===== config.mk =====
export PLATFORM = sky130hd
export DESIGN_NAME = pdlz_front
export DESIGN_NICKNAME = d
export VERILOG_FILES = /design/src/rtl/pdlz_pkg.sv /design/src/rtl/pdlz_front.sv
export SDC_FILE = /design/constraint.sdc
export NUM_CORES = 1
export LEC_CHECK = 0
export BUFFER_PORTS_ARGS = -buffer_cell sky130_fd_sc_hd__buf_2
export CAP_MARGIN = 15
export CORE_ASPECT_RATIO = 1.1
export CORE_MARGIN = 5
export CORE_UTILIZATION = 50
export DETAILED_ROUTE_END_ITERATION = 8
export GPL_TIMING_DRIVEN = 0
export PLACE_DENSITY = 0.78
export SLEW_MARGIN = 20
export SYNTH_ARGS = -nofsm -noshare
export SYNTH_HDL_FRONTEND = slang
export SYNTH_SLANG_ARGS = --single-unit

===== constraint.sdc =====
create_clock -name clock -period 3.8 [get_ports clock]
set_clock_uncertainty 0.05 [all_clocks]
set_input_delay 0.57 -clock clock [delete_from_list [all_inputs] [get_ports clock]]
set_output_delay 0.57 -clock clock [all_outputs]
set_load 0.05 [all_outputs]

===== src/rtl/pdlz_pkg.sv =====
`timescale 1ns / 1ps
// ----------------------------------------------------------------------------
// pdlz_pkg
// Types and constants shared by the record decoder front end, command queue
// and history back end.
// ----------------------------------------------------------------------------
package pdlz_pkg;

   localparam int DIST_W      = 11;
   localparam int LEN_W       = 4;
   localparam int QUEUE_DEPTH = 4;
   localparam int QPTR_W      = $clog2(QUEUE_DEPTH);
   localparam int QCNT_W      = $clog2(QUEUE_DEPTH + 1);

   localparam logic [7:0]       SPACE_CHAR   = 8'h20;
   localparam logic [7:0]       LITERAL_TOP  = 8'h7F;
   localparam logic [7:0]       SPACE_BASE   = 8'hC0;
   localparam logic [7:0]       PAIR_FLIP    = 8'h80;
   localparam logic [7:0]       COUNT_MIN    = 8'h01;
   localparam logic [7:0]       COUNT_MAX    = 8'h08;
   localparam logic [LEN_W-1:0] MIN_MATCH    = 4'd3;

   localparam logic [1:0] FAULT_NONE  = 2'd0;
   localparam logic [1:0] FAULT_DIST  = 2'd1;
   localparam logic [1:0] FAULT_TRUNC = 2'd2;

   // register index, taken from paddr[2]
   localparam logic REG_COMPRESSED_MODE = 1'b0;

   typedef struct packed {
      logic [7:0] in_byte;
      logic       last_in_record;
   } req_type;

   typedef struct packed {
      logic [7:0] out_byte;
      logic       byte_valid;
      logic [1:0] fault;
      logic       last_of_run;
   } rsp_type;

   typedef enum logic [2:0] {
      CMD_LIT,
      CMD_LIT_TRUNC,
      CMD_SPACE,
      CMD_COPY,
      CMD_FAULT
   } cmd_kind_type;

   typedef struct packed {
      cmd_kind_type      kind;
      logic [7:0]        data;
      logic [DIST_W-1:0] distance;
      logic [LEN_W-1:0]  len;
      logic [1:0]        fault;
      logic              last;
   } cmd_type;

   typedef struct packed {
      logic    valid;
      cmd_type cmd;
   } push_type;

   typedef enum logic [2:0] {
      BK_IDLE,
      BK_EMIT,
      BK_SPACE,
      BK_READ,
      BK_COPY,
      BK_FAULT
   } back_state_type;

endpackage


===== src/rtl/pdlz_front.sv =====
`timescale 1ns / 1ps
// ----------------------------------------------------------------------------
// pdlz_front
// Accepts record bytes, tracks code state and output count, and turns each
// byte into at most one command for the back end.
// ----------------------------------------------------------------------------
module pdlz_front #(
   parameter int HISTORY_DEPTH = 2048
) (
   input  logic              clock,
   input  logic              reset,
   input  logic              mode,
   input  logic              req_valid,
   input  pdlz_pkg::req_type req_data,
   output logic              req_ready,
   input  logic              q_full,
   output pdlz_pkg::push_type push
);

   localparam int BW = $clog2(HISTORY_DEPTH + 1);

   logic [BW-1:0] bw_ff, bw_in;
   logic [3:0]    left_ff, left_in;
   logic          pend_ff, pend_in;
   logic [5:0]    phb_ff, phb_in;

   logic                          accept;
   logic [3:0]                    add_n;
   logic [BW:0]                   bw_sum;
   logic [pdlz_pkg::DIST_W-1:0]   distance;
   logic [pdlz_pkg::LEN_W-1:0]    len;
   logic [7:0]                    c;
   logic                          last;

   assign req_ready = !q_full;
   assign accept    = req_valid && !q_full;
   assign c         = req_data.in_byte;
   assign last      = req_data.last_in_record;
   assign distance  = {phb_ff, c[7:3]};
   assign len       = {1'b0, c[2:0]} + pdlz_pkg::MIN_MATCH;
   assign bw_sum    = {1'b0, bw_ff} + (BW+1)'(add_n);

   always_comb begin
      push               = '0;
      push.cmd.data      = c;
      push.cmd.distance  = distance;
      push.cmd.len       = len;
      push.cmd.last      = last;
      push.cmd.kind      = pdlz_pkg::CMD_LIT;
      push.cmd.fault     = pdlz_pkg::FAULT_NONE;
      add_n              = 4'd0;
      left_in            = left_ff;
      pend_in            = pend_ff;
      phb_in             = phb_ff;
      bw_in              = bw_ff;
      if (accept) begin
         if (!mode) begin
            push.valid = 1'b1;
            add_n      = 4'd1;
         end else if (pend_ff) begin
            pend_in    = 1'b0;
            phb_in     = '0;
            push.valid = 1'b1;
            if (distance == '0 || BW'(distance) > bw_ff) begin
               push.cmd.kind  = pdlz_pkg::CMD_FAULT;
               push.cmd.fault = pdlz_pkg::FAULT_DIST;
            end else begin
               push.cmd.kind = pdlz_pkg::CMD_COPY;
               add_n         = len;
            end
         end else if (left_ff != '0) begin
            push.valid = 1'b1;
            add_n      = 4'd1;
            left_in    = left_ff - 4'd1;
            // record ends while literal bytes are still owed
            if (last && left_ff > 4'd1) begin
               push.cmd.kind  = pdlz_pkg::CMD_LIT_TRUNC;
               push.cmd.fault = pdlz_pkg::FAULT_TRUNC;
            end
         end else if (c >= pdlz_pkg::COUNT_MIN && c <= pdlz_pkg::COUNT_MAX) begin
            if (last) begin
               push.valid     = 1'b1;
               push.cmd.kind  = pdlz_pkg::CMD_FAULT;
               push.cmd.fault = pdlz_pkg::FAULT_TRUNC;
            end else begin
               left_in = c[3:0];
            end
         end else if (c <= pdlz_pkg::LITERAL_TOP) begin
            push.valid = 1'b1;
            add_n      = 4'd1;
         end else if (c >= pdlz_pkg::SPACE_BASE) begin
            push.valid    = 1'b1;
            push.cmd.kind = pdlz_pkg::CMD_SPACE;
            push.cmd.data = c ^ pdlz_pkg::PAIR_FLIP;
            add_n         = 4'd2;
         end else begin
            if (last) begin
               push.valid     = 1'b1;
               push.cmd.kind  = pdlz_pkg::CMD_FAULT;
               push.cmd.fault = pdlz_pkg::FAULT_TRUNC;
            end else begin
               pend_in = 1'b1;
               phb_in  = c[5:0];
            end
         end

         // saturating count of bytes this record has produced
         if (bw_sum >= (BW+1)'(HISTORY_DEPTH)) begin
            bw_in = BW'(HISTORY_DEPTH);
         end else begin
            bw_in = bw_sum[BW-1:0];
         end

         if (last) begin
            bw_in   = '0;
            left_in = '0;
            pend_in = 1'b0;
            phb_in  = '0;
         end
      end
   end

   always_ff @(posedge clock) begin
      if (reset) begin
         bw_ff   <= '0;
         left_ff <= '0;
         pend_ff <= 1'b0;
         phb_ff  <= '0;
      end else begin
         bw_ff   <= bw_in;
         left_ff <= left_in;
         pend_ff <= pend_in;
         phb_ff  <= phb_in;
      end
   end

endmodule


# Word-level counts from Yosys, hierarchy flattened
# Cells that the tools add are included.
# W data, S select, Z words.
[totals] in_bits=14 reg_bits=23 wordCells=87 out_inout_bits=31
[classes] reduce_logical=12 order_cmp=7 n_addsub=3 n_eq_ne=5 n_bitwise=1 n_mux=55
[ops] operator="$mux W4" count=14
[ops] operator="$mux W6" count=7
[ops] operator="$mux W12" count=3
[ops] operator="$mux W8" count=4
[ops] operator="$mux W2" count=13
[ops] operator="$mux W11" count=2
[ops] operator="$add A12 B4 Y13" count=1
[ops] operator="$ge A13 B12 Y1 const B" count=1
[ops] operator="$gt A11 B12 Y1" count=1
[ops] operator="$ne A3 B3 Y1 const B" count=4
[ops] operator="$logic_not A11 Y1" count=1
[ops] operator="$mux W1" count=11
[ops] operator="$ge A8 B1 Y1 const B" count=1
[ops] operator="$ge A8 B8 Y1 const B" count=1
[ops] operator="$le A8 B4 Y1 const B" count=1
[ops] operator="$le A8 B7 Y1 const B" count=1
[ops] operator="$reduce_and A6 Y1" count=1
[ops] operator="$add A3 B2 Y4 const B" count=1
[ops] operator="$gt A4 B1 Y1 const B" count=1
[ops] operator="$reduce_and A4 Y1" count=1
[ops] operator="$reduce_bool A4 Y1" count=1
[ops] operator="$sub A4 B1 Y4 const B" count=1
[ops] operator="$logic_and A1 B1 Y1" count=3
[ops] operator="$mux W3" count=1
[ops] operator="other kinds (7)" count=7

# Depth between registers and ports, before layout
# Gate-level depths: netlist (run 1).
[depth] word_depth=12 depth_mapped=16 depth_no_buf=14

# Least setup slack after synthesis (run 1)
# Ideal clock, no wire load.
[synth_timing] path_kind="in2reg" start="input port req_data[1] in the netlist's numbering" end="register bw_ff[10]" path_stages=11 setup_time_ps=79 required_time_ps=3671 slack_ps=-155 n_path_buf=1 arrival_ps=3826 cell_sequence="inv_1 ha_1 xnor2_1 nor3b_1 ha_1 and3_1 or2_2 nor4_4 o21bai_1 buf_2 o211ai_1"
[synth_lines] element="from (decl)" line_no="pdlz_front.sv:14" source="input pdlz_pkg::req_type req_data,"
[synth_lines] element="to (signal assigned)" line_no="pdlz_front.sv:130" source="bw_ff <= bw_in;"
[synth_lines] element="to (decl)" line_no="pdlz_front.sv:22" source="logic [BW-1:0] bw_ff, bw_in;"

# Worst setup path after layout (run 1)
[layout_timing] start="input port req_data[1] in the netlist's numbering" end="register bw_ff[9]"
[layout_between] elab_chain_len=12 elab_cells_between_ends=18 cone_classes="add/sub (2); order compare (5); mux (10); reduce/logical (1)"
[layout_rtl] element="$ge A8 B8 Y1" line_no="pdlz_front.sv:91" source="end else if (c >= pdlz_pkg::SPACE_BASE) begin"
[layout_rtl] element="$mux W2" line_no="pdlz_front.sv:91"
[layout_rtl] element="$mux W2" line_no="pdlz_front.sv:88" source="end else if (c <= pdlz_pkg::LITERAL_TOP) begin"
[layout_rtl] element="$mux W2" line_no="pdlz_front.sv:80" source="end else if (c >= pdlz_pkg::COUNT_MIN && c <= pdlz_pkg::COUNT_MAX) begin"
[layout_rtl] element="$mux W2" line_no="pdlz_front.sv:71" source="end else if (left_ff != '0) begin"
[layout_rtl] element="$mux W4 (*)" line_no="pdlz_front.sv:60" source="end else if (pend_ff) begin"
[layout_rtl] element="$mux W4 (*)" line_no="pdlz_front.sv:57" source="if (!mode) begin"
[layout_rtl] element="$mux W4 (*)" line_no="pdlz_front.sv:56" source="if (accept) begin"
[layout_rtl] element="$add A12 B4 Y13 (*)" line_no="pdlz_front.sv:41" source="assign bw_sum = {1'b0, bw_ff} + (BW+1)'(add_n);"
[layout_rtl] element="$ge A13 B12 Y1" line_no="pdlz_front.sv:108" source="if (bw_sum >= (BW+1)'(HISTORY_DEPTH)) begin"
[layout_rtl] element="$mux W12 (*)" line_no="pdlz_front.sv:108"
[layout_rtl] element="$mux W12 (*)" line_no="pdlz_front.sv:114" source="if (last) begin"
# Mark *: on every way between the ends. The rest lies on a longest branch, timed or not.
# A chain may end at the register's enable or synchronous reset.

==> results of run 1 <==
[worst paths after layout]
path,startpoint,endpoint,slack [ns]
setup / recovery,req_data[1],bw_ff[9]$_SDFFE_PP0P_,0.11
hold / removal,left_ff[1]$_SDFFE_PP0P_,left_ff[1]$_SDFFE_PP0P_,0.45
setup reg to reg,bw_ff[5]$_SDFFE_PP0P_,bw_ff[9]$_SDFFE_PP0P_,0.15
hold reg to reg,left_ff[1]$_SDFFE_PP0P_,left_ff[1]$_SDFFE_PP0P_,0.45
[stage by stage]
stage / hold WS [ns] / power (W) / TNS (ns)
2_1_floorplan: 0.416 / 0.000383 / 0
3_3_place_gp: 0.436 / 0.000427 / -5.62
3_5_place_dp: 0.437 / 0.000429 / -5.38
4_1_cts: 0.452 / 0.000594 / 0
5_1_grt: 0.481 / 0.000633 / -0.372
6_report: 0.447 / 0.000607 / 0
[Yosys cell counts (2+ instances only)]
master,instances
dfxtp_1,23
a21oi_1,8
o32ai_1,3
buf_4,13
a21o_1,3
nor3b_1,2
o21a_1,2
o21ai_0,12
nor3_1,15
o211ai_1,14
a31oi_1,4
o2111ai_1,2
nand4_1,3
a22o_1,2
inv_1,21
mux2i_1,6
nor2b_1,2
clkbuf_1,7
buf_2,3
and3_1,3
nand2_1,20
nor2_1,21
and2_1,6
nand3_1,8
a211oi_1,3
or4_1,2
nand2b_1,9
nor4_1,2
o21bai_1,5
ha_1,20
[area by class of cell]
cell class | count | area (um^2)
Buffer | 22 | 136
Clock buffer | 4 | 45.0
Fill cell | 354 | 1390
Inverter | 21 | 82.6
Multi-Input combinational cell | 204 | 1560
Sequential cell | 23 | 474
Tap cell | 52 | 65.1
Timing Repair Buffer | 51 | 275
[routing by layer]
layer	track usage	vias up	share of wire
met5	0	-	0
met4	0.0583	0	0.017
met3	0.0245	15	0.076
met2	0.341	105	0.48
met1	0.274	998	0.42
li1	-	1086	-
[cells by family (layout without fill, tap and decap cells)]
kind of cell | Yosys count | after routing | share of synthesized area
XOR/XNOR | 2 | 2 | 0.00834
buffers and inverters | 45 | 98 | 0.105
multiplexers | 6 | 6 | 0.0286
AND/OR/NAND/NOR | 103 | 103 | 0.262
flip-flops | 23 | 23 | 0.219
AO/OA/AOI/OAI | 72 | 72 | 0.248
adder cells (fa/ha/maj) | 21 | 21 | 0.129
[power breakdown]
group	internal, W	total (W)	switching [W]
sequential	0.000242	0.000245	0.00000308
combinational	0.0000652	0.000200	0.000135
clock	0.0000751	0.000161	0.0000862
[state kept, by name, indices dropped and copies added (netlist names)]
register	cells
bw_ff	12
left_ff	4
pend_ff	1
phb_ff	6
[worst min-delay path, stage by stage, from the launching register on]
cell,delay [ns]
dfxtp_1,0.34
nand2_1,0.08
a21oi_2,0.05
[repair_timing]
item / CTS / global route
pin swaps: 2 / 8
resized for setup: 11 / 26
setup endpoints to repair: 12 / 12
gates cloned: 0 / 1
setup buffers: 2 / 6
==> results.json, run 1 <==
{
  "cts_tree": "built",
  "async_flop_share": 0,
  "post-route-util": 0.655,
  "die_x_um": 71.8,
  "final_cells": 377,
  "initial_utilization": 0.522,
  "worstPathArrival_ns": 3.84,
  "fmax_ghz": 0.271,
  "worstHoldPathType": "register to register",
  "critPathMaxStageDelay_ns": 0.40,
  "rows": 24,
  "vias_per_cell": 5.85,
  "n_antenna_cell": 0,
  "pwr_density_cell_mw_per_mm2": 230,
  "post_dp_cell_area_mm2": 0.00240,
  "final_area_mm2": 0.00264,
  "dr_total_vias": 2204,
  "path_cells": "buf_2, clkinvlp_4, ha_4, nor4b_1, a211oi_4, o21bai_1, a31oi_1, o41ai_2, ha_2, fa_1, and3_4, or2_2, nor4_4, o21bai_2, buf_2, o211ai_1",
  "synthFlopType": "dfxtp_1",
  "hold-path-cell-count": 2,
  "syn_inst": 272,
  "period_share": 0.972,
  "cts-hold-fix-buffers": 0,
  "clk_latency_ns": 0.27,
  "pre_cts_ws_ns": -0.513,
  "synth_top_area_frac": 0.219,
  "syn_nets": 307,
  "mostFrequentLayoutCell": "buf_2",
  "r2r_cells": 14,
  "die_h_um": 78.0,
  "syn-cell-area_mm2": 0.00210,
  "ys_seq_elements": 23,
  "crit_type": "input port to register",
  "slew_headroom": 0.581,
  "cp_top_family": "compound AO/OA/AOI/OAI gates",
  "synthDistinctLibCells": 58,
  "numPortBuffers": 42,
  "slew_violations": 0,
  "antenna_left": 0,
  "final_cell_mix": "44 x buf_2, 22 x buf_4, 20 x inv_1, 20 x nand2_1, 20 x nor2_1",
  "startpoint_type": "input port",
  "cp.depth": 16,
  "final_layout_size_suffix_gt1_frac": 0.317,
  "synth_area_leaders": "dfxtp_1 22%, ha_1 12%, o211ai_1 5.0%, buf_4 4.6%, inv_1 3.8%",
  "avgSynthCellArea_um2": 7.72,
  "antenna_found_initial": 0,
  "cp_common_cell": "buf_2",
  "place_congestion": 0.899,
  "cts_buffers": 3,
  "layout_setup_ws_ns": 0.105,
  "end_kind": "register",
  "finalHoldViolCount": 0,
  "worstMarginPinSlew_ns": 0.619,
  "required_ns": 3.95,
  "syn2layout_area_growth_pct": 25.5,
  "routed_wirelength_um": 5880,
  "maxCapViolCount": 0,
  "grt_max_degree": 13,
  "cts_buffer_depth": 2,
  "synth.yosys.seq_area_share": 0.219,
  "htree_num_levels": 1,
  "final_nets": 361,
  "status": "complete, no violations",
  "drtIter0Drc": 181,
  "place_inst": 366,
  "cts_root_buf": "clkbuf_8",
  "finalSetupViolCount": 0,
  "grt_pass1_vias": 2027,
  "crit_path_top_delay_cell": "fa_1",
  "synth_edf_count": 0,
  "clkSinkCount": 23,
  "grt-ovfl-total": 0,
  "yosys.area.top_type": "dfxtp_1",
  "clkSlewWorstSetupHoldPaths_ns": 0.09,
  "wire_per_inst_um": 15.6,
  "die_area_mm2": 0.00560,
  "cp_num_buf_inv": 3,
  "fin_crit_ns": 3.69,
  "grt_usage": 0.204,
  "irDropWorstVdd_v": 0.000186,
  "drc": 0,
  "coreArea_mm2": 0.00402,
  "critPathMaxFanout": 6,
  "p_leak_nw": 1.13,
  "dp_hpwl_um": 4260,
  "io_pins": 45,
  "drtPass1Iterations": 5,
  "grt_pass1_wl_um": 9320,
  "yosysWarnings": 0
}
No activity file was read; power rests on OpenSTA's default activity.
==> inputs of run 2 (changes only) <==
==> constraint.sdc (replaced) <==
create_clock -name clock -period 3.3 [get_ports clock]
set_clock_uncertainty 0.05 [all_clocks]
set_input_delay 0.495 -clock clock [delete_from_list [all_inputs] [get_ports clock]]
set_output_delay 0.495 -clock clock [all_outputs]
set_load 0.05 [all_outputs]
==> results.json, run 2 (same netlist as run 1, synthesis figures left out) <==
{
  "p_leak_nw": 1.25,
  "status": "complete, but fails checks",
  "required_ns": 3.45,
  "clkSlewWorstSetupHoldPaths_ns": 0.09,
  "grt_util_met3": 0.0388,
  "grt-ovfl-total": 0,
  "finalHoldViolCount": 0,
  "fin_crit_ns": 3.56,
  "routed_wirelength_um": 6710,
  "startpoint_type": "input port",
  "p_int_w": 0.000448,
  "finalSetupViolCount": 11,
  "cts_tree": "built",
  "initial_utilization": 0.522,
  "final_layout_size_suffix_gt1_frac": 0.431,
  "clk_latency_ns": 0.28,
  "cts_buffers": 3,
  "crit_type": "input port to register",
  "rsz0062_at_grt": "true",
  "place_congestion": 0.834,
  "drtIter0Drc": 147,
  "grt_pass1_wl_um": 10600,
  "grt_max_degree": 13,
  "die_x_um": 71.8,
  "grt_usage": 0.230,
  "power.share.clock": 0.260,
  "numPortBuffers": 42,
  "irDropWorstVdd_v": 0.000153,
  "io_pins": 45,
  "place_inst": 366,
  "htree_num_levels": 1,
  "mostFrequentLayoutCell": "buf_2",
  "dp_hpwl_um": 4330,
  "cts_buffer_depth": 2,
  "violations": "negative setup slack",
  "end_kind": "register",
  "drc": 0,
  "worstMarginPinSlew_ns": 0.599,
  "grtUsageMet2": 0.405,
  "rows": 24,
  "fin_hold_ws_ns": 0.449,
  "period_share": 1.08,
  "slew_headroom": 0.601,
  "dr_total_vias": 2397,
  "clkSinkCount": 23,
  "layout_setup_ws_ns": -0.260,
  "syn2layout_area_growth_pct": 40.4,
  "coreArea_mm2": 0.00402,
  "critPathMaxFanout": 5,
  "largest_reg_flops": 12,
  "post_dp_cell_area_mm2": 0.00244,
  "die_area_mm2": 0.00560,
  "worstHoldPathType": "register to register",
  "p_comb_frac": 0.347,
  "die_h_um": 78.0,
  "cts_root_buf": "clkbuf_8",
  "pwr-share-seq": 0.393,
  "final_nets": 379,
  "swShare": 0.372,
  "vias_per_cell": 6.07,
  "worstPathArrival_ns": 3.71,
  "slew_violations": 0,
  "final_cell_mix": "42 x buf_2, 38 x buf_4, 20 x nand2_1, 20 x nor2_1, 15 x inv_1",
  "top_register": "bw_ff",
  "grtUsageMet1": 0.284,
  "antenna_left": 0,
  "grt_pass1_vias": 2263,
  "fmax_ghz": 0.281,
  "maxCapViolCount": 0,
  "wire_per_inst_um": 17.0,
  "top_regs": "bw_ff (12), phb_ff (6), left_ff (4)",
  "n_antenna_cell": 0,
  "grt.busiest_layer": "met2",
  "switchingPower_w": 0.000266,
  "antenna_found_initial": 0,
  "drtPass1Iterations": 5,
  "pwr_density_cell_mw_per_mm2": 242,
  "final_area_mm2": 0.00295,
  "final_cells": 395
}
-- run 2: cell types whose count changed in the layout (fill, tap and decap cells not counted), sizes merged --
| cell | previous run | this run |
|---|---|---|
| buf | 67 | 85 |
-- run 2: power by group through the flow --
stage / logic [W] / registers, W / clock network (W)
global route: 0.000263 / 0.000281 / 0.000198
detailed placement: 0.000207 / 0.000291 / 0
floorplan: 0.000148 / 0.000295 / 0
finish: 0.000248 / 0.000281 / 0.000186
global placement: 0.000204 / 0.000291 / 0
CTS: 0.000231 / 0.000282 / 0.000184
-- run 2: cell type report --
type                    count  area, um^2
inverters                  21        90.1
repair buffers             69         427
flip-flops and latches     23         490
clock buffers               4        45.0
fillers                   295        1070
plain buffers              22         140
multi-input cells         204        1690
well taps                  52        65.1
-- run 2: metrics by stage --
stage | worst slack, ns | util | TNS (ns) | total power (W)
after floorplan | -0.258 | - | -2.81 | 0.000443
after global placement | -0.895 | 0.606 | -10.24 | 0.000495
after detailed placement | -0.958 | 0.606 | -10.98 | 0.000497
after CTS | -0.125 | 0.686 | -1.22 | 0.000696
after global routing | -0.371 | 0.733 | -3.44 | 0.000742
final | -0.260 | 0.733 | -2.35 | 0.000714
-- run 2: what timing repair did --
action                     CTS  global route
setup buffers               17             9
setup endpoints to repair   12            12
pin swaps                   20            15
resized for setup           42            25
hold buffers                 0             0
cloned                       1             0
-- run 2: critical path, stage by stage --
cell and delay (ns):
buf_2 0.13, or4_4 0.58, a211oi_4 0.26, o21bai_1 0.10, a31oi_1 0.29, o41ai_2 0.14, ha_2 0.21, fa_2 0.35
and3_4 0.20, or2_4 0.26, nor4_4 0.24, o21bai_4 0.12, buf_6 0.15, o211ai_1 0.16
-- run 2: worst paths after layout --
path	start	to	slack, ns	cells past startpoint
setup / recovery	req_data[5]	bw_ff[9]$_SDFFE_PP0P_	-0.26	14
hold / removal	left_ff[1]$_SDFFE_PP0P_	left_ff[1]$_SDFFE_PP0P_	0.45	2
setup reg to reg	left_ff[0]$_SDFFE_PP0P_	bw_ff[9]$_SDFFE_PP0P_	-0.22	14
hold reg to reg	left_ff[1]$_SDFFE_PP0P_	left_ff[1]$_SDFFE_PP0P_	0.45	2
-- run 2: layer usage --
layer | vias up | part of all wire
li1 | 1123 | -
met3 | 25 | 0.059
met2 | 111 | 0.50
met5 | - | 0
met1 | 1138 | 0.41
met4 | 0 | 0.028
