### src/rtl/pdlz_pkg.sv
`timescale 1ns / 1ps
// ----------------------------------------------------------------------------
// pdlz_pkg
// Types and constants shared by the record decoder front end, command queue
// and history back end.
// ----------------------------------------------------------------------------
package pdlz_pkg;

   localparam int DIST_W      = 11;
   localparam int LEN_W       = 4;
   localparam int QUEUE_DEPTH = 4;
   localparam int QPTR_W      = $clog2(QUEUE_DEPTH);
   localparam int QCNT_W      = $clog2(QUEUE_DEPTH + 1);

   localparam logic [7:0]       SPACE_CHAR   = 8'h20;
   localparam logic [7:0]       LITERAL_TOP  = 8'h7F;
   localparam logic [7:0]       SPACE_BASE   = 8'hC0;
   localparam logic [7:0]       PAIR_FLIP    = 8'h80;
   localparam logic [7:0]       COUNT_MIN    = 8'h01;
   localparam logic [7:0]       COUNT_MAX    = 8'h08;
   localparam logic [LEN_W-1:0] MIN_MATCH    = 4'd3;

   localparam logic [1:0] FAULT_NONE  = 2'd0;
   localparam logic [1:0] FAULT_DIST  = 2'd1;
   localparam logic [1:0] FAULT_TRUNC = 2'd2;

   // register index, taken from paddr[2]
   localparam logic REG_COMPRESSED_MODE = 1'b0;

   typedef struct packed {
      logic [7:0] in_byte;
      logic       last_in_record;
   } req_type;

   typedef struct packed {
      logic [7:0] out_byte;
      logic       byte_valid;
      logic [1:0] fault;
      logic       last_of_run;
   } rsp_type;

   typedef enum logic [2:0] {
      CMD_LIT,
      CMD_LIT_TRUNC,
      CMD_SPACE,
      CMD_COPY,
      CMD_FAULT
   } cmd_kind_type;

   typedef struct packed {
      cmd_kind_type      kind;
      logic [7:0]        data;
      logic [DIST_W-1:0] distance;
      logic [LEN_W-1:0]  len;
      logic [1:0]        fault;
      logic              last;
   } cmd_type;

   typedef struct packed {
      logic    valid;
      cmd_type cmd;
   } push_type;

   typedef enum logic [2:0] {
      BK_IDLE,
      BK_EMIT,
      BK_SPACE,
      BK_READ,
      BK_COPY,
      BK_FAULT
   } back_state_type;

endpackage

### src/rtl/pdlz_queue.sv
`timescale 1ns / 1ps
// ----------------------------------------------------------------------------
// pdlz_queue
// Small command FIFO between the front end and the back end.
// ----------------------------------------------------------------------------
module pdlz_queue (
   input  logic               clock,
   input  logic               reset,
   input  pdlz_pkg::push_type push,
   input  logic               pop,
   output pdlz_pkg::cmd_type  head,
   output logic               empty,
   output logic               full
);

   pdlz_pkg::cmd_type entry_ff [pdlz_pkg::QUEUE_DEPTH];

   logic [pdlz_pkg::QPTR_W-1:0] wr_ptr_ff, wr_ptr_in;
   logic [pdlz_pkg::QPTR_W-1:0] rd_ptr_ff, rd_ptr_in;
   logic [pdlz_pkg::QCNT_W-1:0] count_ff, count_in;
   logic                        do_push, do_pop;

   assign empty   = (count_ff == '0);
   assign full    = (count_ff == pdlz_pkg::QCNT_W'(pdlz_pkg::QUEUE_DEPTH));
   assign do_push = push.valid && !full;
   assign do_pop  = pop && !empty;
   assign head    = entry_ff[rd_ptr_ff];

   always_comb begin
      wr_ptr_in = wr_ptr_ff;
      rd_ptr_in = rd_ptr_ff;
      count_in  = count_ff;
      if (do_push) begin
         wr_ptr_in = (wr_ptr_ff == pdlz_pkg::QPTR_W'(pdlz_pkg::QUEUE_DEPTH - 1)) ?
                     '0 : wr_ptr_ff + 1'b1;
      end
      if (do_pop) begin
         rd_ptr_in = (rd_ptr_ff == pdlz_pkg::QPTR_W'(pdlz_pkg::QUEUE_DEPTH - 1)) ?
                     '0 : rd_ptr_ff + 1'b1;
      end
      if (do_push && !do_pop) begin
         count_in = count_ff + 1'b1;
      end else if (do_pop && !do_push) begin
         count_in = count_ff - 1'b1;
      end
   end

   always_ff @(posedge clock) begin
      if (reset) begin
         wr_ptr_ff <= '0;
         rd_ptr_ff <= '0;
         count_ff  <= '0;
      end else begin
         wr_ptr_ff <= wr_ptr_in;
         rd_ptr_ff <= rd_ptr_in;
         count_ff  <= count_in;
      end
   end

   always_ff @(posedge clock) begin
      if (do_push) begin
         entry_ff[wr_ptr_ff] <= push.cmd;
      end
   end

endmodule

### config.mk
export PLATFORM = sky130hd
export DESIGN_NAME = pdlz_queue
export DESIGN_NICKNAME = d
export VERILOG_FILES = /design/src/rtl/pdlz_pkg.sv /design/src/rtl/pdlz_queue.sv
export SDC_FILE = /design/constraint.sdc
export NUM_CORES = 1
export LEC_CHECK = 0
export BUFFER_PORTS_ARGS = -buffer_cell sky130_fd_sc_hd__buf_2
export CAP_MARGIN = 20
export CORE_ASPECT_RATIO = 1.2
export CORE_MARGIN = 8
export CORE_UTILIZATION = 27
export DETAILED_ROUTE_END_ITERATION = 10
export GPL_ROUTABILITY_DRIVEN = 0
export GPL_TIMING_DRIVEN = 0
export SLEW_MARGIN = 20
export SYNTH_ARGS = -nofsm -noshare
export SYNTH_HDL_FRONTEND = slang
export SYNTH_SLANG_ARGS = --single-unit
export TNS_END_PERCENT = 50
### constraint.sdc
create_clock -name clock -period 3.48 [get_ports clock]
set_clock_uncertainty 0.1 [all_clocks]
set_input_delay 1.044 -clock clock [delete_from_list [all_inputs] [get_ports clock]]
set_output_delay 1.044 -clock clock [all_outputs]
set_load 0.005 [all_outputs]
Word level (Yosys, flattened, before mapping)

Memories as Yosys holds them, arrays and structs flattened. A register that Yosys moved wholly into a read port is not among the register bits.
Index checks and enable logic that the tools add are counted.

Multiplexer cells: 8
Reduce and logical (&&, ||, !) cells: 10
$add $sub $neg: 4
Equal/unequal tests: 3

Operators by type and width:

| operator                                         | count |
|---|---|
| 2-to-1 mux 2 bit                                 | 4 |
| 2-to-1 mux 3 bit                                 | 2 |
| adder 2 x 1 -> 2 bit, second input constant      | 2 |
| equality test 2 bit, second input constant       | 2 |
| logical AND 1 bit                                | 4 |
| logical NOT 1 bit                                | 4 |
| adder 3 x 1 -> 3 bit, second input constant      | 1 |
| equality test 3 bit, second input constant       | 1 |
| logical NOT 3 bit                                | 1 |
| subtractor 3 x 1 -> 3 bit, second input constant | 1 |
| 2-to-1 mux 1 bit                                 | 2 |
| nonzero test 2 bit                               | 1 |

Output and inout port bits: 31
Word-level logic and storage cells: 29
Input bits: 33
Bits in registers: 7
Memories: 1
RAM bits: 116

Memories:

| name     | depth | width | read ports | clocked after memory_dff | write ports | RTL line         | source |
|---|---|---|---|---|---|---|---|
| entry_ff | 4     | 29    | 1          | 1                        | 1           | pdlz_queue.sv:16 | `pdlz_pkg::cmd_type entry_ff [pdlz_pkg::QUEUE_DEPTH];` |

Logic depth before layout (Yosys ltp)

Gate-level depths: netlist of the first run.

Depth after elaboration: 7
Mapped depth: 10
Gate-level depth less buffers: 9

Worst setup path after synthesis of the first run

Ideal clock, no wire load.

Kind: input -> register
Start point: input push[29] in the netlist's numbering
End point: register count_ff[2] in the netlist's numbering
Buffers on the path: 0
Library setup time: 0.070 ns
Required time: 3.310 ns
Arrival: 2.496 ns
Cell stages on the path: 8
Setup slack: 0.814 ns
Path through: inv_1 > nor2_2 > ha_1 > inv_1 > fa_1 > xor2_1 > or3_2 > a21oi_1

Word-level cells in the longest chain between the ends: 4
Elaborated cells on any way between the ends: 6
Those cells by class: 1 x mux; 5 x reduce/logical

RTL lines:

| element                             | RTL line         | source |
|---|---|---|
| from (decl)                         | pdlz_queue.sv:9  | `input pdlz_pkg::push_type push,` |
| logical AND 1 bit *                 | pdlz_queue.sv:25 | `assign do_push = push.valid && !full;` |
| named net do_push                   | pdlz_queue.sv:21 | `logic do_push, do_pop;` |
| logical NOT 1 bit                   | pdlz_queue.sv:43 | `end else if (do_pop && !do_push) begin` |
| logical AND 1 bit                   | pdlz_queue.sv:43 |  |
| nonzero test 2 bit (no source line) | --               |  |
| to (signal assigned)                | pdlz_queue.sv:56 | `count_ff <= count_in;` |
| to (decl)                           | pdlz_queue.sv:20 | `logic [pdlz_pkg::QCNT_W-1:0] count_ff, count_in;` |

The timed path passes the listed nets; every way through them passes the cells marked *.
A chain may end at the register's enable or synchronous reset.

==> results of run 1 <==
registers in the layout (all words and copies together), names as in the netlist, named ones only:
| name | cells |
|---|---|
| entry_ff | 116 |
| count_ff | 3 |
| rd_ptr_ff | 2 |
| wr_ptr_ff | 2 |
final timing paths:
| kind | startpoint | endpoint | slack [ps] | cells after the start |
|---|---|---|---|---|
| setup / recovery | register | head[27] | 470 | 3 |
| hold / removal | rd_ptr_ff[0]$_SDFFE_PP0P_ | rd_ptr_ff[0]$_SDFFE_PP0P_ | 410 | 2 |
| setup reg to reg | count_ff[0]$_SDFFE_PP0P_ | count_ff[2]$_SDFFE_PP0P_ | 1030 | 10 |
| hold reg to reg | rd_ptr_ff[0]$_SDFFE_PP0P_ | rd_ptr_ff[0]$_SDFFE_PP0P_ | 410 | 2 |
routing by layer:
| metal | vias to the layer above | share of wire, % | track usage [%] | routed length, µm |
|---|---|---|---|---|
| li1 | 995 | - | - | - |
| met1 | 1130 | 40 | 10.00 | 3664 |
| met2 | 54 | 52 | 14.56 | 4678 |
| met3 | 15 | 5.9 | 3.421 | 537 |
| met4 | 0 | 2.1 | 4.502 | 186 |
| met5 | - | 0 | 0 | 0 |
through the flow:
| step | util [%] | setup slack (ps) | cells |
|---|---|---|---|
| 4_1_cts | 34.51 | 393.0 | 509 |
| 3_3_place_gp | 31.06 | 568.3 | 479 |
| 3_5_place_dp | 31.06 | 540.3 | 479 |
| 2_1_floorplan | - | 813.9 | 201 |
| 5_1_grt | 34.51 | 351.7 | 509 |
| 6_report | 34.51 | 474.3 | 509 |
cells by family after synthesis:
kind of cell,after synthesis
AND/OR/NAND/NOR,16
buffers and inverters,13
AO/OA/AOI/OAI,7
XOR/XNOR,2
multiplexers,31
flip-flops,125
adder cells (fa/ha/maj),7
power by group:
part	internal (mW)	switching, mW
clock network	1.18	0.586
logic	0.409	0.395
registers	1.82	0.0549
total	3.41	1.04
area by class of cell:
class	instances	area (µm²)	area share, %
sequential	125	3664	62.75
multi-input combinational	63	929.6	15.92
clock buffer	20	436.7	7.480
timing repair buffer	62	310.3	5.315
tap	216	270.3	4.629
clock inverter	10	147.6	2.529
buffer	8	56.30	0.9644
inverter	5	23.77	0.4072
worst max-delay path, cell delays in order (launching register included):
cell,delay [ps]
dfxtp_1,320
clkbuf_1,560
mux4_2,430
buf_2,150
cell usage after synthesis:
cell,n,area share (%)
fa_1,1,0.43
o21ai_0,1,0.11
o31ai_2,2,0.54
o21ai_1,1,0.11
mux2i_1,2,0.43
nor2_2,1,0.13
ha_1,6,1.6
edfxtp_1,116,75
inv_1,4,0.32
or3_1,1,0.13
clkinv_4,1,0.19
dfxtp_1,9,3.9
nor3_1,2,0.21
and3_2,4,0.64
buf_2,3,0.32
xor2_1,2,0.37
mux4_2,29,14
a21oi_1,3,0.32
nor2_1,3,0.24
or3_2,1,0.16
nand3_1,2,0.21
nand2_1,1,0.080
clkbuf_1,2,0.16
or3b_1,1,0.19
buf_6,3,0.72
==> metrics.md, run 1 <==
| Metric | Value |
|---|---|
| Minimum clock period | 3006 ps |
| Final Cycle Share | 86.37% |
| Commonest non-fill, non-tap cell in the layout | edfxtp_1 |
| Syn Inst Count | 201 |
| TritonRoute pass-1 iters | 4 |
| Number of diodes | 0 |
| Crit path kind | reg -> out |
| Post-Route WL | 9.067 mm |
| CTS Root Cell | clkbuf_16 |
| CTS clk-pin slew, worst paths | 50 ps |
| HPWL after DPL | 5.637 mm |
| First-pass GRT wire length | 14.35 mm |
| Area Growth Syn to Fin | 24.93% |
| GRT Resource Usage Total | 8.959% |
| Initial antenna violation count | 0 |
| Vias in the first global route | 2,551 |
| H-Tree Depth | 4 |
| Maximum VDD drop | 0.2929 mV |
| Cts repair resizes | 0 |
| Synthesized flop and latch total | 125 |
| XOR/XNOR Fraction of Synth Area | 0.3748% |
| Fmax | 332.7 MHz |
| FP Rows | 52 |
| Most frequent cells in the layout | edfxtp_1, buf_2, mux4_2, clkbuf_16, dfxtp_1 |
| Yosys warns | 0 |
| CP Data Required Time | 2340 ps |
| Placed cell area | 0.005254 mm² |
| Power Density | 761.7 mW/mm² |
| Die area | 0.02179 mm² |
| Setup TNS | 0 ps |
| Post-synthesis cell area | 0.004673 mm² |
| Worst setup SP type | register |
| Via/cell ratio | 4.310 |
| Avg Inst Size Synth | 23.25 µm² |
| Area fraction in compound gates after synthesis | 1.071% |
| Hold slack final | 406.3 ps |
| Clock tree buffer depth | 2 |
| CTS tree | yes |
| Type of the worst min-delay path | reg -> reg |
| NumNets Final | 322 |
| Largest family of logic cells by synthesized area | multiplexers |
| Total power | 4.447 mW |
| Largest net degree at the start of global routing | 30 |
| Syn Nets | 241 |
| Number of setup buffers added after CTS | 0 |
| Seq/Total Area, Yosys | 78.39% |
| Slew @ Worst Pin | 852.1 ps |
| Post-synthesis adder-cell area fraction | 2.035% |
| Hold buffers post-CTS | 0 |
| Fraction of layout cells with a size suffix above 1 | 44.03% |
| Max-cap violations | 0 |
| Die Span X | 136.1 µm |
| DR DRC count | 0 |
| Chip Height | 160.1 µm |
| Slew Viols, Final | 0 |
| Routed Antenna Nets | 0 |
| TritonCTS Buffers | 17 |
| Fin area | 0.005838 mm² |
| Fin. Hold Viols | 0 |
| Worst Path Arrival | 1860 ps |
| Sinks on Clock Net | 125 |
| Unrepaired setup endpoints after global routing | false |
| Finish-stage setup viols | 0 |
| Simple-Gate Fraction of Synth Area | 2.008% |
| Grt ovf | 0 |
| Iter 0 DRT Violations | 97 |
| Vias post-DR | 2,194 |
| Starting Density | 27.63% |
| Lkg Pwr | 2.003 nW |
| Ports | 64 |
| Worst Setup End Kind | output port |
| CP max FO | 10 |
| Slew headroom | 43.20% |
| Layout fillers | 1,606 |
| Skew-Pair Late Insertion Delay | 400 ps |
| Core Footprint | 0.01692 mm² |
| Post-synth cell types | 25 |
| Outcome | complete, no violations |
| PortBufs | 62 |
| Multiplexer share of the synthesized area | 14.40% |
| DR WL/cell | 17.81 µm |
(Power assumes the default switching activity.)
==> run 2: changes to the inputs <==
--- a/config.mk
+++ b/config.mk
@@ -13,6 +13,7 @@
 export DETAILED_ROUTE_END_ITERATION = 10
 export GPL_ROUTABILITY_DRIVEN = 0
 export GPL_TIMING_DRIVEN = 0
+export PLACE_DENSITY_LB_ADDON = 0.2
 export SLEW_MARGIN = 20
 export SYNTH_ARGS = -nofsm -noshare
 export SYNTH_HDL_FRONTEND = slang
==> metrics.md, run 2 (synthesized netlist as in run 1, its figures left out) <==
| Metric | Value |
|---|---|
| Outcome | complete, no violations |
| Final Core Density | 34.50% |
| Maximum VDD drop | 0.2957 mV |
| Clock tree buffer depth | 2 |
| CTS clk-pin slew, worst paths | 50 ps |
| Via/cell ratio | 4.339 |
| Cts repair resizes | 0 |
| Skew-Pair Late Insertion Delay | 410 ps |
| Worst reg-to-reg path cell count | 10 |
| HPWL after DPL | 5.536 mm |
| Power Density | 753.4 mW/mm² |
| Fin. Hold Viols | 0 |
| Placed cell area | 0.005254 mm² |
| Ports | 64 |
| Minimum clock period | 3006 ps |
| Setup TNS | 0 ps |
| Sinks on Clock Net | 125 |
| Biggest regs | entry_ff (116), count_ff (3) |
| Most frequent cells in the layout | edfxtp_1, buf_2, mux4_2, clkbuf_16, dfxtp_1 |
| H-Tree Depth | 4 |
| TritonCTS Buffers | 17 |
| Hold buffers post-CTS | 0 |
| FP Rows | 52 |
| TritonRoute pass-1 iters | 4 |
| DR WL/cell | 17.73 µm |
| DR DRC count | 0 |
| Area Growth Syn to Fin | 24.87% |
| Routed Antenna Nets | 0 |
| Met1 Wirelength | 3.630 mm |
| PortBufs | 62 |
| Fin area | 0.005836 mm² |
| Number of setup buffers added after CTS | 0 |
| Die Span X | 136.1 µm |
| Worst Path Arrival | 1860 ps |
| Vias post-DR | 2,217 |
| Starting Density | 27.63% |
| Unrepaired setup endpoints after global routing | false |
| Met3 Wirelength | 687 µm |
| Vias in the first global route | 2,556 |
| CTS Root Cell | clkbuf_16 |
| Highest routed layer | met5 |
| Met2 routed WL | 4.618 mm |
| Largest Register | entry_ff |
| Commonest non-fill, non-tap cell in the layout | edfxtp_1 |
| Die area | 0.02179 mm² |
| Layout fillers | 1,632 |
| Dpl ws | 518.2 ps |
| Finish-stage setup viols | 0 |
| Fraction of layout cells with a size suffix above 1 | 45.92% |
| Initial antenna violation count | 1 |
| Iter 0 DRT Violations | 93 |
| Post-Route WL | 9.058 mm |
| Final worst setup slack | 473.7 ps |
| Core Footprint | 0.01692 mm² |
| CP max FO | 10 |
| Type of the worst min-delay path | reg -> reg |
| Worst setup SP type | register |
| Largest net degree at the start of global routing | 30 |
| NumNets Final | 322 |
| Worst Setup End Kind | output port |
| Slew @ Worst Pin | 871.6 ps |
| Max-cap violations | 0 |
| CP Data Required Time | 2340 ps |
| Lkg Pwr | 2.002 nW |
| Slew Viols, Final | 0 |
| GRT Resource Usage Total | 9.046% |
| Grt ovf | 0 |
| Flip-flop count of the largest register after layout | 116 |
| Crit path kind | reg -> out |
| First-pass GRT wire length | 14.24 mm |
| Hold slack final | 397.7 ps |
| Fmax | 332.6 MHz |
| Chip Height | 160.1 µm |
| CTS tree | yes |
| Final Cycle Share | 86.39% |
| Slew headroom | 41.89% |
| Hold path depth | 2 |
## run 2: final cells by class
type / count / area, µm² / share of cell area [%]
Inverter: 5 / 23.77 / 0.4074
Buffer: 8 / 56.30 / 0.9648
Multi-Input combinational cell: 63 / 929.6 / 15.93
Clock buffer: 18 / 429.2 / 7.354
Timing Repair Buffer: 62 / 310.3 / 5.317
Sequential cell: 125 / 3664 / 62.78
Antenna cell: 1 / 2.502 / 0.04288
Clock inverter: 13 / 150.1 / 2.573
Tap cell: 216 / 270.3 / 4.631
## run 2: metrics by stage
step	std cells	total power, mW
2_1_floorplan	201	2.412
3_3_place_gp	479	2.740
3_5_place_dp	479	2.752
4_1_cts	510	4.490
5_1_grt	510	4.624
6_report	511	4.397
## run 2: per-layer routing
metal | vias to the layer above | global-route usage (%)
li1 | 1001 | -
met5 | - | 0
met4 | 2 | 4.202
met2 | 58 | 14.63
met3 | 12 | 4.551
met1 | 1144 | 9.614
## run 2: power breakdown
group	switching (mW)	total, mW	leakage [nW]	internal (mW)
clock	0.606	1.72	0.279	1.11
combinational	0.395	0.802	0.586	0.407
sequential	0.0540	1.88	1.14	1.82
total	1.05	4.40	2.00	3.34
## run 2: path summary, 6_finish.rpt
check,slack (ps),from,endpoint
worst min register to register,400,rd_ptr_ff[0]$_SDFFE_PP0P_,rd_ptr_ff[0]$_SDFFE_PP0P_
worst min-delay path,400,rd_ptr_ff[0]$_SDFFE_PP0P_,rd_ptr_ff[0]$_SDFFE_PP0P_
worst max-delay path,470,register,head[23]
worst max register to register,1030,count_ff[0]$_SDFFE_PP0P_,count_ff[2]$_SDFFE_PP0P_
## run 2: critical path, cell delays in order (launching register included)
cell and delay (ps):
dfxtp_1 320, clkbuf_1 560, mux4_2 430, buf_2 150
==> run 3: changes to the inputs <==
--- a/config.mk
+++ b/config.mk
@@ -5,8 +5,11 @@
 export SDC_FILE = /design/constraint.sdc
 export NUM_CORES = 1
 export LEC_CHECK = 0
+export ABC_CLOCK_PERIOD_IN_PS = 3480
 export BUFFER_PORTS_ARGS = -buffer_cell sky130_fd_sc_hd__buf_2
 export CAP_MARGIN = 20
+export CELL_PAD_IN_SITES_DETAIL_PLACEMENT = 1
+export CELL_PAD_IN_SITES_GLOBAL_PLACEMENT = 1
 export CORE_ASPECT_RATIO = 1.2
 export CORE_MARGIN = 8
 export CORE_UTILIZATION = 27
==> metrics.md, run 3 (synthesized netlist as in run 1, its figures left out) <==
| Metric | Value |
|---|---|
| Outcome | complete, no violations |
| Worst setup SP type | register |
| Iter 0 DRT Violations | 141 |
| Number of setup buffers added after CTS | 0 |
| Crit path kind | reg -> out |
| TritonRoute pass-1 iters | 4 |
| CP endpoint | head[5] |
| Flip-flop count of the largest register after layout | 116 |
| Fin. Hold Viols | 0 |
| Area Growth Syn to Fin | 24.93% |
| Largest net degree at the start of global routing | 30 |
| Sinks on Clock Net | 125 |
| Post-Route WL | 9.374 mm |
| Vias post-DR | 2,220 |
| NumNets Final | 322 |
| HPWL after DPL | 5.730 mm |
| Finish-stage setup viols | 0 |
| Minimum clock period | 3042 ps |
| FP Rows | 52 |
| Fraction of layout cells with a size suffix above 1 | 44.71% |
| H-Tree Depth | 4 |
| PortBufs | 62 |
| Commonest non-fill, non-tap cell in the layout | edfxtp_1 |
| CTS clk-pin slew, worst paths | 50 ps |
| Core Footprint | 0.01692 mm² |
| Chip Height | 160.1 µm |
| First-pass GRT wire length | 14.25 mm |
| FF/Latch Area | 0.003664 mm² |
| Power Density | 761.9 mW/mm² |
| Min-delay src | rd_ptr_ff[0]$_SDFFE_PP0P_ |
| Multi-input gate area | 929.6 µm² |
| Starting Density | 27.63% |
| Ports | 64 |
| DR DRC count | 0 |
| Hold buffers post-CTS | 0 |
| Origin of the critical flop-to-flop path | count_ff[0]$_SDFFE_PP0P_ |
| Grt ovf | 0 |
| Worst Path Arrival | 1900 ps |
| Worst Setup End Kind | output port |
| GRT Resource Usage Total | 9.155% |
| Most frequent cells in the layout | edfxtp_1, buf_2, mux4_2, clkbuf_16, dfxtp_1 |
| DR WL/cell | 18.42 µm |
| Lkg Pwr | 2.012 nW |
| CTS Root Cell | clkbuf_16 |
| Cts repair resizes | 0 |
| Max-cap violations | 0 |
| CP Data Required Time | 2340 ps |
| Skew-Pair Late Insertion Delay | 410 ps |
| Vias in the first global route | 2,504 |
| Fmax | 328.7 MHz |
| CTS tree | yes |
| Number of diodes | 0 |
| Layout fillers | 1,702 |
| Die area | 0.02179 mm² |
| Unrepaired setup endpoints after global routing | false |
| Reg2reg setup slack | 1040 ps |
| Final Cycle Share | 87.41% |
| Biggest regs | entry_ff (116), count_ff (3) |
| Largest Register | entry_ff |
| Hold slack final | 407.2 ps |
| Worst R2R End | count_ff[2]$_SDFFE_PP0P_ |
| Worst reg-to-reg path cell count | 10 |
| Slew @ Worst Pin | 866.0 ps |
| Slew Viols, Final | 0 |
| Maximum VDD drop | 0.2157 mV |
| Setup TNS | 0 ps |
| Routed Antenna Nets | 0 |
| Initial antenna violation count | 2 |
| Via/cell ratio | 4.361 |
| Clock tree buffer depth | 2 |
| Total power | 4.448 mW |
| Type of the worst min-delay path | reg -> reg |
| Slew headroom | 42.27% |
| Die Span X | 136.1 µm |
| TritonCTS Buffers | 17 |
| CP max FO | 10 |
[run 3: cell count changes in the layout (fill, tap and decap cells not counted)]
cell | previous run | this run
clkinv_2 | 5 | 4
bufinv_16 | 3 | 4
diode_2 | 1 | 0
clkbuf_1 | 3 | 5
clkinv_4 | 2 | 1
clkinvlp_4 | 3 | 0
clkinv_1 | 1 | 2
[run 3: how the worst min path moves through the flow]
stage	depth (start not counted)	slack (ps)	end
finish	2	410	rd_ptr_ff[0]$_SDFFE_PP0P_
CTS	2	410	rd_ptr_ff[0]$_SDFFE_PP0P_
detailed placement	2	400	rd_ptr_ff[0]$_SDFFE_PP0P_
global route	2	440	rd_ptr_ff[0]$_SDFFE_PP0P_
global placement	2	380	rd_ptr_ff[0]$_SDFFE_PP0P_
floorplan	2	360	register
[run 3: cell type report]
class | instances | share of cell area [%]
inverters | 5 | 0.4072
plain buffers | 8 | 0.9644
well taps | 216 | 4.629
repair buffers | 62 | 5.315
flip-flops and latches | 125 | 62.75
clock inverters | 10 | 2.529
multi-input cells | 63 | 15.92
clock buffers | 20 | 7.480
[run 3: layer usage]
layer / track usage [%] / up-vias / wire length (µm)
met5: 0 / - / 27
met4: 5.253 / 4 / 212
met3: 3.515 / 19 / 516
met2: 15.03 / 53 / 4845
met1: 9.819 / 1144 / 3771
li1: - / 1000 / -
[run 3: stage by stage]
stage	util, %	worst slack, ps	std cells	area, µm²
after global placement	31.06	533.1	479	5254
after CTS	34.51	360.6	509	5838
after detailed placement	31.06	519.9	479	5254
after floorplan	-	813.9	201	4673
final	34.51	438.0	509	5838
after global routing	34.51	332.5	509	5838
[run 3: power by group]
part           internal [mW]  leakage (nW)  switching [mW]  total (mW)
Combinational          0.407         0.586           0.398       0.805
Clock                   1.18         0.288           0.587        1.76
Sequential              1.82          1.14          0.0540        1.88
[run 3: critical path, cell delays in order, from the launching register on]
cell and delay [ps]:
dfxtp_1 330, buf_2 290, buf_2 350, mux4_2 360, buf_2 150
